==> src/rtl/nsc_pkg.sv <==
// ---------------------------------------------------------------------------
// nsc_pkg
// Types, operation codes and helper functions of the noise sound channel.
// ---------------------------------------------------------------------------
`default_nettype none

package nsc_pkg;

    // Input mode codes
    localparam logic [2:0] MODE_WRITE    = 3'd0;
    localparam logic [2:0] MODE_READ     = 3'd1;
    localparam logic [2:0] MODE_TIMER    = 3'd2;
    localparam logic [2:0] MODE_LENGTH   = 3'd3;
    localparam logic [2:0] MODE_ENVELOPE = 3'd4;
    localparam logic [2:0] MODE_POWEROFF = 3'd5;
    localparam logic [2:0] MODE_RESET    = 3'd6;

    // Register indexes
    localparam logic [2:0] REG_NR0  = 3'd0;
    localparam logic [2:0] REG_NR1  = 3'd1;
    localparam logic [2:0] REG_NR2  = 3'd2;
    localparam logic [2:0] REG_NR3  = 3'd3;
    localparam logic [2:0] REG_NR4  = 3'd4;
    localparam int         NUM_REGS = 5;

    // Operation codes between front and back
    typedef logic [3:0] t_op;
    localparam t_op OP_NOP      = 4'd0;
    localparam t_op OP_WRITE    = 4'd1;
    localparam t_op OP_READ     = 4'd2;
    localparam t_op OP_READ_OOR = 4'd3;
    localparam t_op OP_TIMER    = 4'd4;
    localparam t_op OP_LENGTH   = 4'd5;
    localparam t_op OP_ENVELOPE = 4'd6;
    localparam t_op OP_POWEROFF = 4'd7;
    localparam t_op OP_RESET    = 4'd8;

    // Command queue
    localparam int Q_DEPTH = 2;
    localparam int Q_AW    = 1;
    localparam int Q_CW    = 2;

    localparam int PERIOD_W = 22;
    localparam int LFSR_W   = 15;
    localparam logic [LFSR_W-1:0] LFSR_SEED = 15'h7fff;

    typedef struct packed {
        t_op        op;
        logic [2:0] idx;
        logic [7:0] data;
    } t_cmd;

    typedef struct packed {
        logic full;
        logic empty;
    } t_q_stat;

    // Frequency timer period: (div ? div*16 : 8) << shift
    function automatic logic [PERIOD_W-1:0] period_of(input logic [2:0] div,
                                                      input logic [3:0] sh);
        logic [PERIOD_W-1:0] base;
        base = (div != 3'd0) ? {15'd0, div, 4'd0} : 22'd8;
        return base << sh;
    endfunction

    // Bits that always read back as one
    function automatic logic [7:0] read_mask(input logic [2:0] idx);
        logic [7:0] m;
        unique case (idx)
            REG_NR0: m = 8'hff;
            REG_NR1: m = 8'hff;
            REG_NR4: m = 8'hbf;
            default: m = 8'h00;
        endcase
        return m;
    endfunction

endpackage

`default_nettype wire

==> src/rtl/nsc_ifs.sv <==
// ---------------------------------------------------------------------------
// nsc_ifs
// Valid/ready channel interfaces for the command and result streams.
// ---------------------------------------------------------------------------
`default_nettype none

interface nsc_in_if;
    logic       valid;
    logic       ready;
    logic [2:0] mode;
    logic [2:0] reg_index;
    logic [7:0] write_data;

    modport source (output valid, mode, reg_index, write_data, input ready);
    modport sink   (input valid, mode, reg_index, write_data, output ready);
endinterface

interface nsc_out_if;
    logic              valid;
    logic              ready;
    logic        [7:0] read_data;
    logic signed [4:0] sample_level;
    logic              channel_on;

    modport source (output valid, read_data, sample_level, channel_on, input ready);
    modport sink   (input valid, read_data, sample_level, channel_on, output ready);
endinterface

`default_nettype wire

==> src/rtl/nsc_front.sv <==
// ---------------------------------------------------------------------------
// nsc_front
// Accepts command transactions and classifies them into queue commands.
// ---------------------------------------------------------------------------
`default_nettype none

module nsc_front (
    nsc_in_if.sink          i_in,
    input  nsc_pkg::t_q_stat i_qs,
    output logic            o_push,
    output nsc_pkg::t_cmd   o_cmd
);

    logic idx_ok;

    // Take a transaction whenever the queue has room
    assign i_in.ready = !i_qs.full;
    assign o_push     = i_in.valid && !i_qs.full;
    assign idx_ok     = (i_in.reg_index <= nsc_pkg::REG_NR4);

    // Classify; a write to a missing register does nothing
    always_comb begin
        o_cmd.idx  = i_in.reg_index;
        o_cmd.data = i_in.write_data;
        unique case (i_in.mode)
            nsc_pkg::MODE_WRITE:    o_cmd.op = idx_ok ? nsc_pkg::OP_WRITE : nsc_pkg::OP_NOP;
            nsc_pkg::MODE_READ:     o_cmd.op = idx_ok ? nsc_pkg::OP_READ
                                                      : nsc_pkg::OP_READ_OOR;
            nsc_pkg::MODE_TIMER:    o_cmd.op = nsc_pkg::OP_TIMER;
            nsc_pkg::MODE_LENGTH:   o_cmd.op = nsc_pkg::OP_LENGTH;
            nsc_pkg::MODE_ENVELOPE: o_cmd.op = nsc_pkg::OP_ENVELOPE;
            nsc_pkg::MODE_POWEROFF: o_cmd.op = nsc_pkg::OP_POWEROFF;
            nsc_pkg::MODE_RESET:    o_cmd.op = nsc_pkg::OP_RESET;
            default:                o_cmd.op = nsc_pkg::OP_NOP;
        endcase
    end

endmodule

`default_nettype wire

==> src/rtl/nsc_queue.sv <==
// ---------------------------------------------------------------------------
// nsc_queue
// Two-entry command queue between front and back.
// ---------------------------------------------------------------------------
`default_nettype none

module nsc_queue (
    input  logic              i_clk,
    input  logic              i_rst_n,
    input  logic              i_push,
    input  nsc_pkg::t_cmd     i_cmd,
    input  logic              i_pop,
    output nsc_pkg::t_cmd     o_cmd,
    output nsc_pkg::t_q_stat  o_qs
);

    nsc_pkg::t_cmd                 r_mem [nsc_pkg::Q_DEPTH];
    logic [nsc_pkg::Q_AW-1:0]      r_wp, n_wp;
    logic [nsc_pkg::Q_AW-1:0]      r_rp, n_rp;
    logic [nsc_pkg::Q_CW-1:0]      r_cnt, n_cnt;

    assign o_qs.full  = (r_cnt == nsc_pkg::Q_CW'(nsc_pkg::Q_DEPTH));
    assign o_qs.empty = (r_cnt == '0);
    assign o_cmd      = r_mem[r_rp];

    // Pointer and fill count update
    always_comb begin
        n_wp  = i_push ? r_wp + 1'b1 : r_wp;
        n_rp  = i_pop  ? r_rp + 1'b1 : r_rp;
        n_cnt = r_cnt;
        if (i_push && !i_pop) begin
            n_cnt = r_cnt + 1'b1;
        end else if (!i_push && i_pop) begin
            n_cnt = r_cnt - 1'b1;
        end
    end

    always_ff @(posedge i_clk) begin
        if (!i_rst_n) begin
            r_wp  <= '0;
            r_rp  <= '0;
            r_cnt <= '0;
        end else begin
            r_wp  <= n_wp;
            r_rp  <= n_rp;
            r_cnt <= n_cnt;
        end
    end

    // Storage
    always_ff @(posedge i_clk) begin
        if (i_push) begin
            r_mem[r_wp] <= i_cmd;
        end
    end

endmodule

`default_nettype wire

==> src/rtl/nsc_back.sv <==
// ---------------------------------------------------------------------------
// nsc_back
// Executes queued commands on the channel state and registers each result.
// ---------------------------------------------------------------------------
`default_nettype none

module nsc_back #(
    parameter int LENGTH_MAX = 64
) (
    input  logic              i_clk,
    input  logic              i_rst_n,
    input  nsc_pkg::t_cmd     i_cmd,
    input  nsc_pkg::t_q_stat  i_qs,
    output logic              o_pop,
    nsc_out_if.source         o_out
);

    localparam int LW = $clog2(LENGTH_MAX + 1);
    localparam int PW = nsc_pkg::PERIOD_W;
    localparam int SW = nsc_pkg::LFSR_W;

    // Channel state
    logic [7:0]    r_regs [nsc_pkg::NUM_REGS];
    logic [7:0]    n_regs [nsc_pkg::NUM_REGS];
    logic          r_en, n_en;
    logic [LW-1:0] r_len, n_len;
    logic [2:0]    r_env, n_env;
    logic [PW-1:0] r_period, n_period;
    logic [SW-1:0] r_lfsr, n_lfsr;
    logic [3:0]    r_level, n_level;

    // Result register
    logic              r_out_valid;
    logic [7:0]        r_rd, n_rd;
    logic signed [4:0] r_smp, n_smp;
    logic              r_on;

    logic [7:0]    nr2, nr3, nr4;
    logic [5:0]    len_field;
    logic [PW-1:0] per_dec;
    logic          fb;
    logic [2:0]    pace;

    assign nr2       = r_regs[nsc_pkg::REG_NR2];
    assign nr3       = r_regs[nsc_pkg::REG_NR3];
    assign nr4       = r_regs[nsc_pkg::REG_NR4];
    assign len_field = i_cmd.data[5:0];
    assign per_dec   = (r_period != '0) ? r_period - 1'b1 : '0;
    assign fb        = r_lfsr[0] ^ r_lfsr[1];
    assign pace      = nr2[2:0];

    // Dequeue when the result slot is free or being drained
    assign o_pop = !i_qs.empty && (!r_out_valid || o_out.ready);

    // Command execution
    always_comb begin
        n_regs   = r_regs;
        n_en     = r_en;
        n_len    = r_len;
        n_env    = r_env;
        n_period = r_period;
        n_lfsr   = r_lfsr;
        n_level  = r_level;
        n_rd     = 8'h00;
        unique case (i_cmd.op)
            nsc_pkg::OP_WRITE: begin
                n_regs[i_cmd.idx] = i_cmd.data;
                unique case (i_cmd.idx)
                    nsc_pkg::REG_NR1: begin
                        // saturate at zero when field exceeds the maximum
                        if (int'(len_field) > LENGTH_MAX) begin
                            n_len = '0;
                        end else begin
                            n_len = LW'(LENGTH_MAX - int'(len_field));
                        end
                    end
                    nsc_pkg::REG_NR2: begin
                        n_level = i_cmd.data[7:4];
                        n_env   = i_cmd.data[2:0];
                        if (i_cmd.data[7:3] == 5'd0) begin
                            n_en = 1'b0;
                        end
                    end
                    nsc_pkg::REG_NR3: begin
                        // old divider, new shift
                        n_period = nsc_pkg::period_of(nr3[2:0], i_cmd.data[7:4]);
                    end
                    nsc_pkg::REG_NR4: begin
                        if (i_cmd.data[7]) begin
                            n_en = (nr2[7:3] != 5'd0);
                            if (r_len == '0) begin
                                n_len = LW'(LENGTH_MAX);
                            end
                            n_period = nsc_pkg::period_of(nr3[2:0], nr3[7:4]);
                            n_env    = nr2[2:0];
                            n_level  = nr2[7:4];
                            n_lfsr   = nsc_pkg::LFSR_SEED;
                        end
                    end
                    default: begin
                    end
                endcase
            end
            nsc_pkg::OP_READ: begin
                n_rd = r_regs[i_cmd.idx] | nsc_pkg::read_mask(i_cmd.idx);
            end
            nsc_pkg::OP_READ_OOR: begin
                n_rd = 8'hff;
            end
            nsc_pkg::OP_TIMER: begin
                n_period = per_dec;
                if (per_dec == '0) begin
                    // shift in feedback at the top, and mid tap in short mode
                    n_lfsr = {fb, r_lfsr[SW-1:1]};
                    if (nr3[3]) begin
                        n_lfsr[6] = fb;
                    end
                    n_period = nsc_pkg::period_of(nr3[2:0], nr3[7:4]);
                end
            end
            nsc_pkg::OP_LENGTH: begin
                if (nr4[6]) begin
                    n_len = (r_len != '0) ? r_len - 1'b1 : '0;
                    if (n_len == '0) begin
                        n_en = 1'b0;
                    end
                end
            end
            nsc_pkg::OP_ENVELOPE: begin
                if (pace != 3'd0) begin
                    n_env = (r_env != 3'd0) ? r_env - 1'b1 : 3'd0;
                    if (n_env == 3'd0) begin
                        if (nr2[3] && r_level != 4'hf) begin
                            n_level = r_level + 1'b1;
                        end else if (!nr2[3] && r_level != 4'h0) begin
                            n_level = r_level - 1'b1;
                        end
                        n_env = pace;
                    end
                end
            end
            nsc_pkg::OP_POWEROFF: begin
                for (int i = 0; i < nsc_pkg::NUM_REGS; i++) begin
                    n_regs[i] = 8'h00;
                end
                n_regs[nsc_pkg::REG_NR1] = {2'b00, r_regs[nsc_pkg::REG_NR1][5:0]};
                n_en     = 1'b0;
                n_len    = '0;
                n_env    = '0;
                n_period = '0;
                n_lfsr   = '0;
                n_level  = '0;
            end
            nsc_pkg::OP_RESET: begin
                for (int i = 0; i < nsc_pkg::NUM_REGS; i++) begin
                    n_regs[i] = 8'h00;
                end
                n_en     = 1'b0;
                n_len    = '0;
                n_env    = '0;
                n_period = '0;
                n_lfsr   = '0;
                n_level  = '0;
            end
            default: begin
            end
        endcase

        // Output level from the updated state
        n_smp = 5'sd0;
        if (n_en && n_regs[nsc_pkg::REG_NR2][7:3] != 5'd0) begin
            n_smp = n_lfsr[0] ? -$signed({1'b0, n_level}) : $signed({1'b0, n_level});
        end
    end

    // State and result valid
    always_ff @(posedge i_clk) begin
        if (!i_rst_n) begin
            for (int i = 0; i < nsc_pkg::NUM_REGS; i++) begin
                r_regs[i] <= 8'h00;
            end
            r_en        <= 1'b0;
            r_len       <= '0;
            r_env       <= '0;
            r_period    <= '0;
            r_lfsr      <= '0;
            r_level     <= '0;
            r_out_valid <= 1'b0;
        end else begin
            if (o_pop) begin
                r_regs   <= n_regs;
                r_en     <= n_en;
                r_len    <= n_len;
                r_env    <= n_env;
                r_period <= n_period;
                r_lfsr   <= n_lfsr;
                r_level  <= n_level;
            end
            if (o_pop) begin
                r_out_valid <= 1'b1;
            end else if (o_out.ready) begin
                r_out_valid <= 1'b0;
            end
        end
    end

    // Result payload
    always_ff @(posedge i_clk) begin
        if (o_pop) begin
            r_rd  <= n_rd;
            r_smp <= n_smp;
            r_on  <= n_en;
        end
    end

    assign o_out.valid        = r_out_valid;
    assign o_out.read_data    = r_rd;
    assign o_out.sample_level = r_smp;
    assign o_out.channel_on   = r_on;

endmodule

`default_nettype wire

==> src/rtl/lfsr_noise_sound_channel_core.sv <==
// ---------------------------------------------------------------------------
// lfsr_noise_sound_channel_core
// Noise sound channel: five byte registers, length, envelope, timer and a
// 15-bit LFSR, driven by a stream of command transactions.
// ---------------------------------------------------------------------------
//  channel  role    payload
//  i_in     sink    mode[2:0], reg_index[2:0], write_data[7:0]
//  o_out    source  read_data[7:0], sample_level[4:0] signed, channel_on
//
//  One transaction per cycle sustained while the result channel is not
//  stalled; each command is held in a queue entry, then executed in the back
//  end into the result register. A two-entry command queue and the result
//  register absorb output stalls; i_in.ready drops only when the queue is full.
//  Synchronous reset clears all channel state and the five byte registers at once.
// ---------------------------------------------------------------------------
`default_nettype none

module lfsr_noise_sound_channel_core #(
    parameter int LENGTH_MAX = 64
) (
    input  logic       i_clk,
    input  logic       i_rst_n,
    nsc_in_if.sink     i_in,
    nsc_out_if.source  o_out
);

    logic             push;
    logic             pop;
    nsc_pkg::t_cmd    cmd_in;
    nsc_pkg::t_cmd    cmd_q;
    nsc_pkg::t_q_stat qs;

    // Front: accept and classify
    nsc_front u_front (
        .i_in   (i_in),
        .i_qs   (qs),
        .o_push (push),
        .o_cmd  (cmd_in)
    );

    // Command queue
    nsc_queue u_queue (
        .i_clk   (i_clk),
        .i_rst_n (i_rst_n),
        .i_push  (push),
        .i_cmd   (cmd_in),
        .i_pop   (pop),
        .o_cmd   (cmd_q),
        .o_qs    (qs)
    );

    // Back: execute and register the result
    nsc_back #(
        .LENGTH_MAX (LENGTH_MAX)
    ) u_back (
        .i_clk   (i_clk),
        .i_rst_n (i_rst_n),
        .i_cmd   (cmd_q),
        .i_qs    (qs),
        .o_pop   (pop),
        .o_out   (o_out)
    );

endmodule

`default_nettype wire

==> src/flat_wrapper.sv <==
// flat-port wrapper written by rule: the top's interface ports become plain ports
module lfsr_noise_sound_channel_core_flat 
#(
    parameter int LENGTH_MAX = 64
)
  (i_clk, i_rst_n, i_in_valid, i_in_mode, i_in_reg_index, i_in_write_data, i_in_ready, o_out_valid, o_out_read_data, o_out_sample_level, o_out_channel_on, o_out_ready);
  nsc_in_if i_in_i ();
  nsc_out_if o_out_i ();
  input  logic i_clk;
  input  logic i_rst_n;
  input wire logic [$bits(i_in_i.valid)-1:0] i_in_valid;
  input wire logic [$bits(i_in_i.mode)-1:0] i_in_mode;
  input wire logic [$bits(i_in_i.reg_index)-1:0] i_in_reg_index;
  input wire logic [$bits(i_in_i.write_data)-1:0] i_in_write_data;
  output wire logic [$bits(i_in_i.ready)-1:0] i_in_ready;
  output wire logic [$bits(o_out_i.valid)-1:0] o_out_valid;
  output wire logic [$bits(o_out_i.read_data)-1:0] o_out_read_data;
  output wire logic [$bits(o_out_i.sample_level)-1:0] o_out_sample_level;
  output wire logic [$bits(o_out_i.channel_on)-1:0] o_out_channel_on;
  input wire logic [$bits(o_out_i.ready)-1:0] o_out_ready;
  assign i_in_i.valid = i_in_valid;
  assign i_in_i.mode = i_in_mode;
  assign i_in_i.reg_index = i_in_reg_index;
  assign i_in_i.write_data = i_in_write_data;
  assign i_in_ready = i_in_i.ready;
  assign o_out_valid = o_out_i.valid;
  assign o_out_read_data = o_out_i.read_data;
  assign o_out_sample_level = o_out_i.sample_level;
  assign o_out_channel_on = o_out_i.channel_on;
  assign o_out_i.ready = o_out_ready;
  lfsr_noise_sound_channel_core #(.LENGTH_MAX(LENGTH_MAX)) u_core (.i_clk(i_clk), .i_rst_n(i_rst_n), .i_in(i_in_i), .o_out(o_out_i));
endmodule
==> config.mk <==
export PLATFORM = sky130hd
export DESIGN_NAME = lfsr_noise_sound_channel_core_flat
export DESIGN_NICKNAME = d
export VERILOG_FILES = /design/src/rtl/nsc_pkg.sv /design/src/rtl/nsc_ifs.sv /design/src/rtl/nsc_front.sv /design/src/rtl/nsc_queue.sv /design/src/rtl/nsc_back.sv /design/src/rtl/lfsr_noise_sound_channel_core.sv /design/src/flat_wrapper.sv
export SDC_FILE = /design/constraint.sdc
export NUM_CORES = 1
export LEC_CHECK = 0
export ABC_AREA = 1
export BUFFER_PORTS_ARGS = -buffer_cell sky130_fd_sc_hd__buf_2
export CORE_MARGIN = 1
export CORE_UTILIZATION = 48
export CTS_CLUSTER_DIAMETER = 150
export DETAILED_ROUTE_END_ITERATION = 8
export PLACE_DENSITY = 0.76
export SLEW_MARGIN = 20
export SYNTH_ARGS = -nofsm -noshare
export SYNTH_HDL_FRONTEND = slang
export SYNTH_HIERARCHICAL = 1
export SYNTH_SLANG_ARGS = --single-unit
==> constraint.sdc <==
create_clock -name i_clk -period 8.1 [get_ports i_clk]
set_input_delay 0 -clock i_clk [delete_from_list [all_inputs] [get_ports i_clk]]
set_output_delay 0 -clock i_clk [all_outputs]
set_load 0.005 [all_outputs]
# Word-level counts from Yosys, hierarchy flattened
# Memory sizes are Yosys's and may differ from the RTL's. A register that Yosys moved wholly into a read port is not among the register bits.
# Cells that the tools add are included.
# op_classes
n_lt_le_gt_ge	3
add_sub_neg	11
shift	2
mux	58
n_reduce_logical	47
n_eq_ne	30
bitwise	4
# op_table
cell	count
40-bit case mux with 3 select lines	1
22-bit two-way mux	3
22-bit case mux with 3 select lines	1
15-bit two-way mux	3
15-bit case mux with 3 select lines	1
22-bit case mux with 2 select lines	1
40-bit bitwise mux	1
7-bit two-way mux	5
8-bit two-way mux	4
8-bit case mux with 2 select lines	2
4-bit case mux with 7 select lines	1
8-bit binary-select mux with 3-bit select	1
8-bit demux with 3-bit select	1
4-bit two-way mux	6
22-bit zero test	1
22-bit nonzero test	1
22-bit by 4-bit << shifter with 22-bit output	1
7-bit by 4-bit << shifter with 22-bit output	1
22-bit by 1-bit subtractor with 22-bit output, second input constant	1
7-bit case mux with 3 select lines	1
3-bit nonzero test	7
4-bit by 3-bit equality test with 1-bit output, second input constant	4
7-bit zero test	2
7-bit case mux with 2 select lines	1
other kinds (52)	104
# word_totals
output_inout_bits	16
inputBits	18
mem_bits_rw	30
n_memories	1
ff_bits	111
wordCells	178
# memory_table
name	words	width	rd	rd_ports_with_merged_regs	write_ports	line_no	text
u_core.u_queue.r_mem	2	15	1	1	1	nsc_queue.sv:17	nsc_pkg::t_cmd r_mem [nsc_pkg::Q_DEPTH];

# Logic depth before layout (Yosys ltp)
# Gate-level depths: netlist (run 1).
# depth
depth_word	10
ltp_mapped	19
mapped_depth_nobuf	18

# Modules after synthesis
# Netlist (run 1), hierarchy kept.
# by_module_without_submodules
module	n_inst	cells_per_inst	seq_area_each_um2	area_per_inst_um2
nsc_back	1	1039	1861.8	6423.7
nsc_queue	1	82	1001.0	1366.3
nsc_front	1	38	0.0	219.0

# Worst setup path after synthesis (run 1)
# Ideal clock, no wire load.
# synth_path
path_type	reg2reg
from	register with a tool-made name
to	register u_core.u_back.r_smp[2], in the netlist u_core/u_back/o_out.sample_level[2] (data pin)
synth_period_minus_slack_ns	2.567
required_ns	7.843
n_path_buf	2
setup_time_ns	0.257
path_stages_with_launch	14
slack_ns	5.533
arrival_ns	2.310
path_cell_list	dfxtp_1 -> buf_6 -> buf_12 -> mux2_4 -> nor3_2 -> inv_1 -> o211ai_1 -> nand3_1 -> nand3_1 -> inv_1 -> ha_1 -> xnor2_1 -> nand2_1 -> a21oi_1
# synth_rtl
item	line_no	text
to (signal assigned)	nsc_back.sv:211	r_smp <= n_smp;
to (decl)	nsc_back.sv:35	logic signed [4:0] r_smp, n_smp;

==> run_results.csv, run 1 <==
group,metric,value,unit
outcome,status,"finished, final reports clean",
grt,grt_pass1_wl,36100,um
route,viasPerCell,5.68,
worst_setup_path,start_kind,"flip-flop",
floorplan,die_area,0.0172,sq mm
sta,maxSlewViolCount,0,
grt,grt_pass1_vias,7216,
sta,hold_violations,0,
synth,syn_area,0.00801,sq mm
route,routed-via-count,7964,
sta,rsz0062_at_grt,"no",
worst_setup_path,cp.required,8410,ps
final_layout,area_growth,11.8,%
floorplan,io_pins,34,
route,firstDrtPassIters,6,
worst_setup_path,critPathArrivalTime,4690,ps
route,post_drt_wl_per_cell,15.7,um
worst_setup_path,critical_path_class,"reg -> reg",
floorplan,num_rows,46,
final_layout,drive_above_1_share,0.116,
grt,grt_usage,0.261,
grt,grt_max_degree,38,
sta,fin_worst_skew,8.45,ps
clock_tree,cts_buffer_depth,2,
pwr,combPwrFrac,0.590,
pwr,p_seq_frac,0.222,
pwr,ir_worst_vdd,0.000447,V
floorplan,initial_core_util,0.499,
clock_tree,cts_root_buf,"clkbuf_16",
placement,portBuffers,33,
sta,fin_crit,4370,ps
pwr,p_clk_frac,0.188,
final_layout,final_nets,1202,
synth,ys_ff_latch,121,
sta,min_period_over_period,0.540,
sta,fmax,229,MHz
pwr,intPower,2.07,mW
route,drt_wl_total,22000,um
floorplan,die_w,131,um
clock_tree,clk_pin_slew,60,ps
pwr,p_leak,3.66,nW
placement,hpwl,15600,um
run,cap_viol_max_count,0,
route,drt-initial-drc-count,1064,
clock_tree,cts_setup_buffers,0,
clock_tree,cts-resized-gates,0,
floorplan,die_y,131,um
clock_tree,clock_latency,430,ps
synth,yosysUniqueCellTypes,47,
grt,overflow,0,
final_layout,fin_util,0.558,
route,antenna_left,0,
clock_tree,cts_tree,"built",
synth,yosysWarnings,6,
grt,antenna_found_initial,0,
pwr,p_switching,2.14,mW
synth,synth.avg_cell_area,6.91,sq um
sta,slew_headroom,0.459,
clock_tree,hold_buffers,15,
sta,tns,0,ps
sta,tightestPinTransition,808,ps
route,drc,0,
sta,finalSetupViolCount,0,
clock_tree,htreeDepth,4,
worst_setup_path,reg2regPathDepth,11,
worst_setup_path,critical_path_peak_fanout,23,
synth,syn-instance-count,1159,
clock_tree,cts.sinks,121,
worst_setup_path,end_kind,"flip-flop",
final_layout,final_common_cell,"nand2_1",
final_layout,final_area,0.00895,sq mm
clock_tree,cts_buffers,17,
placement,dpl-instance-area,0.00818,sq mm
pwr,power.density,470,mW/mm^2
hold_path,worstHoldPathType,"in -> reg",
floorplan,core_area,0.0161,sq mm
hold_path,holdPathStages,4,
final_layout,final_cell_mix,"269 x nand2_1, 129 x nor2_1, 127 x inv_1",
synth,ys_seq_area_frac,0.357,
synth,synth_nets,1187,
final_layout,n_fill_cell,1517,
pwr,p_sw_frac,0.509,
placement,gp_congestion,0.968,
final_layout,insertedDiodeCount,0,
==> power groups by stage <==
stage | Combinational (mW) | Clock (mW) | Sequential [mW]
global placement | 2.38 | 0 | 0.940
detailed placement | 2.42 | 0 | 0.941
CTS | 2.44 | 0.799 | 0.930
global route | 2.78 | 0.825 | 0.953
floorplan | 1.90 | 0 | 0.892
finish | 2.48 | 0.791 | 0.936
==> registers in the layout, summed over array words and instances, names as in the netlist, named ones only <==
register,count
u_core/u_queue/r_mem,30
u_core/u_back/r_period,22
u_core/u_back/r_lfsr,14
u_core/u_back/nr2,8
u_core/u_back/nr3,8
u_core/u_back/o_out.read_data,8
u_core/u_back/r_len,7
u_core/u_back/o_out.sample_level,5
u_core/u_back/r_level,4
u_core/u_back/r_env,3
u_core/u_back/r_regs,2
u_core/u_queue/r_cnt,2
u_core/u_back/nr4,1
u_core/u_back/o_out.channel_on,1
u_core/u_back/o_out.valid,1
u_core/u_back/r_en,1
u_core/u_queue/r_rp,1
u_core/u_queue/r_wp,1
==> per-stage QoR <==
stage | hold WS, ps | cells | power [mW] | worst slack [ps]
2_1_floorplan | 121 | 1159 | 2.79 | 5530
3_3_place_gp | 188 | 1356 | 3.32 | 3620
3_5_place_dp | 191 | 1356 | 3.36 | 3420
4_1_cts | 12.6 | 1403 | 4.17 | 3390
5_1_grt | 75.2 | 1403 | 4.55 | 3490
6_report | 21.3 | 1403 | 4.21 | 3730
==> kinds of logic (layout without fill, tap and decap cells) <==
kind of cell    after synthesis  in the layout  synth area share
compound gates              271            271             0.192
buf+inv                     195            223             0.104
xor+xnor                     12             12            0.0131
simple gates                535            535             0.292
flops                       121            121             0.357
fa+ha+maj                    10             10            0.0156
mux                          15             15            0.0258
==> synth_stat cells, drive strengths merged <==
library cell,instances,share of area
a31oi,12,0.0094
ha,10,0.016
o31ai,14,0.013
o22ai,13,0.010
a211oi,17,0.016
o21ai,114,0.072
a22oi,4,0.0037
a221oi,4,0.0044
o21bai,1,0.00094
xor2,9,0.0098
nand2,281,0.14
nor4,1,0.00078
a31o,1,0.0011
nand4,18,0.014
buf,20,0.022
o221ai,1,0.0011
nand3b,3,0.0028
nor2,140,0.072
nor3,19,0.013
nor3b,2,0.0019
a41oi,1,0.0011
or2,2,0.0016
a21oi,82,0.053
clkinv,2,0.00094
inv,134,0.063
edfxtp,44,0.16
mux2,15,0.026
dfxtp,77,0.19
nand3,69,0.051
clkbuf,39,0.018
xnor2,3,0.0033
o211ai,7,0.0066
==> cell type report <==
cell class,count,area [sq um],share of cell area
Clock inverter,15,189,0.0211
Multi-Input combinational cell,843,4330,0.483
Sequential cell,121,2860,0.320
Clock buffer,17,425,0.0475
Timing Repair Buffer,55,368,0.0411
Tap cell,216,270,0.0302
Inverter,136,510,0.0570
==> metal layers <==
layer  vias to the layer above  track usage  routed length, um
met5                         -            0                  0
met4                         0        0.105                607
met3                        68       0.0594               1880
met2                       378        0.415               9890
met1                      3601        0.341               9620
li1                       3917            -                  -
==> path summary, 6_finish.rpt <==
check	end	slack (ps)	from
setup / recovery	u_core/u_back/r_period[16]	3730	flip-flop
hold / removal	u_core/u_queue/r_mem[1][11]	20	i_in_mode[2]
setup reg to reg	u_core/u_back/r_period[16]	3730	flip-flop
hold reg to reg	u_core/u_back/r_env[2]	460	u_core/u_back/r_env[2]
==> worst max-delay path, cell delays in order, from the launching register on <==
cell and delay, ps:
dfxtp_1 840, mux2_2 440, nor2_1 180, nand2_1 390, inv_1 430, nor2_1 90
inv_1 130, nor2_1 110, nor3_4 640, inv_1 570, a21oi_1 310, a21oi_1 100
No activity file was read; power rests on OpenSTA's default activity.
==> inputs of run 2 (changes only) <==
clock period = 4.1 ns   (was 8.1 ns; I/O delays follow)
==> run_results.csv, run 2 (synthesis gave the netlist of run 1 again) <==
group,metric,value,unit
final_layout,drive_above_1_share,0.118,
sta,fmax,292,MHz
placement,portBuffers,33,
clock_tree,htreeDepth,4,
sta,finalSetupViolCount,0,
final_layout,final_area,0.00898,sq mm
grt,grt_usage,0.259,
route,viasPerCell,5.68,
sta,hold_violations,0,
floorplan,die_y,131,um
final_layout,final_cell_mix,"269 x nand2_1, 129 x nor2_1, 127 x inv_1",
grt,grt_pass1_vias,7354,
clock_tree,cts_root_buf,"clkbuf_16",
worst_setup_path,crit_chain,"buf_4 -> mux2_2 -> nor2_1 -> nand2_1 -> o21ai_0 -> nor2_1 -> inv_1 -> nor2_1 -> nor3_2 -> buf_4 -> inv_1 -> a21oi_1 -> a21oi_1",
sta,fin_crit,3420,ps
clock_tree,clk_pin_slew,60,ps
sta,rsz0062_at_grt,"no",
floorplan,die_area,0.0172,sq mm
floorplan,core_area,0.0161,sq mm
final_layout,insertedDiodeCount,0,
final_layout,fin_util,0.559,
final_layout,final_nets,1207,
worst_setup_path,critical_path_peak_fanout,23,
outcome,status,"finished, final reports clean",
route,antenna_left,0,
worst_setup_path,crit_buf_inv,4,
floorplan,die_w,131,um
clock_tree,cts_buffers,17,
route,drc,0,
clock_tree,cts_buffer_depth,2,
worst_setup_path,max_stage_delay,480,ps
placement,hpwl,15500,um
worst_setup_path,critPathArrivalTime,3730,ps
pwr,p_leak,3.69,nW
route,routed-via-count,8000,
final_layout,fin_cells,1408,
worst_setup_path,end_kind,"flip-flop",
sta,min_period_over_period,0.835,
final_layout,top_regs,"u_core/u_queue/r_mem: 30 flops, u_core/u_back/r_period: 22 flops, u_core/u_back/r_lfsr: 14 flops",
placement,gp_congestion,0.958,
floorplan,io_pins,34,
clock_tree,clock_latency,420,ps
clock_tree,cts.sinks,121,
route,post_drt_wl_per_cell,15.5,um
run,cap_viol_max_count,0,
final_layout,final_common_cell,"nand2_1",
grt,grt_max_degree,37,
placement,dpl-instance-area,0.00822,sq mm
sta,worst_slack,677,ps
worst_setup_path,path_common_cell,"nor2_1",
worst_setup_path,cp.required,4410,ps
pwr,fin_total_pwr,8.31,mW
placement,pre_cts_ws,780,ps
grt,grt_pass1_wl,36000,um
grt,overflow,0,
worst_setup_path,crit_slowest_cell,"dfxtp_1",
grt,antenna_found_initial,0,
clock_tree,cts-resized-gates,0,
sta,tightestPinTransition,752,ps
sta,hold_slack,29.4,ps
pwr,ir_worst_vdd,0.000668,V
clock_tree,cts_setup_buffers,0,
final_layout,top_register,"u_core/u_queue/r_mem",
sta,fin_worst_skew,7.51,ps
final_layout,largest_reg_flops,30,
hold_path,worstHoldPathType,"in -> reg",
placement,dp.cells,1361,
clock_tree,cts_tree,"built",
route,drt_wl_total,21900,um
sta,tns,0,ps
final_layout,area_growth,12.1,%
pwr,power.density,925,mW/mm^2
sta,slew_headroom,0.498,
floorplan,initial_core_util,0.499,
worst_setup_path,start_kind,"flip-flop",
route,drt-initial-drc-count,987,
worst_setup_path,critical_path_class,"reg -> reg",
worst_setup_path,crit_family,"buffers and inverters",
final_layout,n_fill_cell,1473,
route,firstDrtPassIters,5,
floorplan,num_rows,46,
sta,maxSlewViolCount,0,
-- run 2: final cells by class --
cell class,instances,area (sq um),area share
Clock buffer,22,497,0.0553
Tap cell,216,270,0.0301
Multi-Input combinational cell,843,4320,0.481
Clock inverter,10,113,0.0125
Timing Repair Buffer,60,405,0.0451
Inverter,136,510,0.0568
Sequential cell,121,2860,0.319
-- run 2: metal layers --
metal / track usage / vias to the layer above / part of all wire
met1: 0.333 / 3634 / 0.43
met2: 0.412 / 396 / 0.46
met5: 0 / - / 0
met4: 0.110 / 0 / 0.023
met3: 0.0633 / 58 / 0.086
li1: - / 3912 / -
-- run 2: power by group --
group / internal [mW] / switching (mW) / total (mW) / leakage (nW)
Clock: 0.981 / 0.552 / 1.53 / 0.301
Combinational: 1.56 / 3.39 / 4.95 / 2.35
Sequential: 1.57 / 0.251 / 1.82 / 1.05
Total: 4.11 / 4.19 / 8.31 / 3.69
-- run 2: worst min-delay path, delay by kind of cell --
family,cells,cell delay [ps]
and+or+nand+nor,3,190
buffers and inverters,1,150
-- run 2: worst paths after layout --
check	startpoint	endpoint	slack [ps]	cells after the start
worst max-delay path	flip-flop	u_core/u_back/r_period[8]	680	13
worst min-delay path	i_in_mode[2]	u_core/u_queue/r_mem[0][11]	30	4
worst max register to register	flip-flop	u_core/u_back/r_period[8]	680	13
worst min register to register	u_core/u_back/r_lfsr[8]	u_core/u_back/r_lfsr[8]	460	2
-- run 2: timing repair --
action	4_1_cts	5_1_grt
hold buffers	15	0
endpoints found under the hold margin	28	0
endpoints found under the setup margin	0	0
==> inputs of run 3 (changes only) <==
clock period = 3.34 ns   (was 4.1 ns; I/O delays follow)
==> run_results.csv, run 3 (synthesis gave the netlist of run 1 again) <==
group,metric,value,unit
worst_setup_path,r2r-start,"u_core/u_back/r_period[1]",
route,drt_wl_total,22100,um
worst_setup_path,start_kind,"flip-flop",
final_layout,top_register,"u_core/u_queue/r_mem",
grt,overflow,0,
grt,grt_usage,0.259,
final_layout,top_regs,"u_core/u_queue/r_mem: 30 flops, u_core/u_back/r_period: 22 flops, u_core/u_back/r_lfsr: 14 flops",
outcome,status,"finished, final reports clean",
sta,finalSetupViolCount,0,
sta,tightestPinTransition,1100,ps
floorplan,die_y,131,um
final_layout,final_common_cell,"nand2_1",
clock_tree,cts_root_buf,"clkbuf_16",
worst_setup_path,cp.required,3690,ps
final_layout,final_nets,1218,
sta,min_period_over_period,0.917,
route,viasPerCell,5.65,
sta,fin_worst_skew,8.59,ps
grt,top_usage_layer,"met2",
route,drt-initial-drc-count,1004,
grt,grt_pass1_vias,7179,
grt,antenna_found_initial,0,
worst_setup_path,critical_path_class,"reg -> reg",
pwr,ir_worst_vdd,0.000975,V
placement,dpl-instance-area,0.00830,sq mm
sta,tns,0,ps
route,firstDrtPassIters,8,
sta,fmax,327,MHz
route,antenna_left,0,
worst_setup_path,setup.worst_path.start,"u_core/u_back/r_period[1]",
floorplan,die_area,0.0172,sq mm
clock_tree,clock_latency,430,ps
hold_path,worstHoldPathType,"in -> reg",
floorplan,core_area,0.0161,sq mm
final_layout,largest_reg_flops,30,
clock_tree,cts_buffer_depth,2,
sta,hold_slack,43.5,ps
sta,fin_crit,3060,ps
grt,grt_pass1_wl,35600,um
grt,use_met1,0.350,
placement,portBuffers,33,
final_layout,area_growth,12.7,%
final_layout,final_area,0.00903,sq mm
sta,rsz0062_at_grt,"no",
placement,gp_congestion,0.974,
route,post_drt_wl_per_cell,15.6,um
clock_tree,cts.sinks,121,
clock_tree,cts_tree,"built",
clock_tree,cts_buffers,17,
clock_tree,htreeDepth,4,
final_layout,drive_above_1_share,0.128,
run,cap_viol_max_count,0,
route,drc,0,
placement,hpwl,15900,um
floorplan,num_rows,46,
hold_path,min-delay-start,"i_in_mode[2]",
sta,maxSlewViolCount,0,
clock_tree,clk_pin_slew,60,ps
floorplan,die_w,131,um
floorplan,initial_core_util,0.499,
route,routed-via-count,8020,
worst_setup_path,critPathArrivalTime,3420,ps
floorplan,io_pins,34,
grt,grt_max_degree,37,
pwr,p_leak,3.72,nW
final_layout,final_cell_mix,"269 x nand2_1, 128 x nor2_1, 127 x inv_1",
worst_setup_path,critical_path_peak_fanout,15,
worst_setup_path,end_kind,"flip-flop",
pwr,power.density,1130,mW/mm^2
final_layout,insertedDiodeCount,0,
sta,slew_headroom,0.264,
sta,hold_violations,0,
grt,gr-usage-met2,0.400,
grt,met3_usage,0.0529,
[run 3: cell count changes in the layout (fill, tap and decap cells not counted), sizes merged]
cell	before	now
bufinv	2	1
clkbuf	22	19
buf	45	56
inv	136	137
clkinv	7	9
clkinvlp	1	2
[run 3: metal layers]
layer	vias up	part of all wire
met2	400	0.44
met4	0	0.029
met3	60	0.081
met1	3620	0.45
li1	3940	-
met5	-	0
[run 3: final timing paths]
path / slack, ps / cells past startpoint / end
worst min-delay path: 40 / 4 / u_core/u_queue/r_mem[0][11]
worst max-delay path: 280 / 16 / u_core/u_back/r_lfsr[6]
worst max register to register: 280 / 16 / u_core/u_back/r_lfsr[6]
worst min register to register: 460 / 2 / u_core/u_back/r_lfsr[8]
[run 3: report_power, final]
group / total (mW) / leakage [nW] / internal (mW) / switching, mW
registers: 2.24 / 1.05 / 1.93 / 0.305
clock network: 1.76 / 0.272 / 1.05 / 0.711
logic: 6.23 / 2.40 / 1.99 / 4.23
[run 3: final cells by class]
| class | count | area [sq um] |
|---|---|---|
| clock inverters | 13 | 120 |
| flip-flops and latches | 121 | 2860 |
| multi-input cells | 843 | 4330 |
| inverters | 136 | 513 |
| fillers | 1495 | 7030 |
| repair buffers | 71 | 488 |
| clock buffers | 19 | 443 |
| well taps | 216 | 270 |
[run 3: what timing repair did]
action                                  in CTS  in global routing
resized for setup                            0                  4
hold endpoints to repair                    28                  0
endpoints found under the setup margin       0                 27
hold buffers                                15                  0
setup buffers                                0                  0
[run 3: metrics by stage]
step	worst slack (ps)	util	total power [mW]	instances
finish	277	0.562	10.2	1419
global route	45.2	0.562	11.0	1419
CTS	137	0.561	10.1	1419
detailed placement	159	0.517	8.24	1372
global placement	223	0.517	8.21	1372
floorplan	773	-	6.77	1159
[run 3: worst max-delay path, cell delays in order, from the launching register on]
cell and delay [ps]:
dfxtp_1 310, inv_1 100, ha_1 250, nand2_2 130, nor2_4 250, nand2_1 130
nor2_1 100, nand2_1 50, nand3_1 180, nand2_1 90, nor2_2 320, nand2_2 290
nand2_2 160, nand3_4 190, inv_4 200, o21ai_0 110, a21oi_1 140
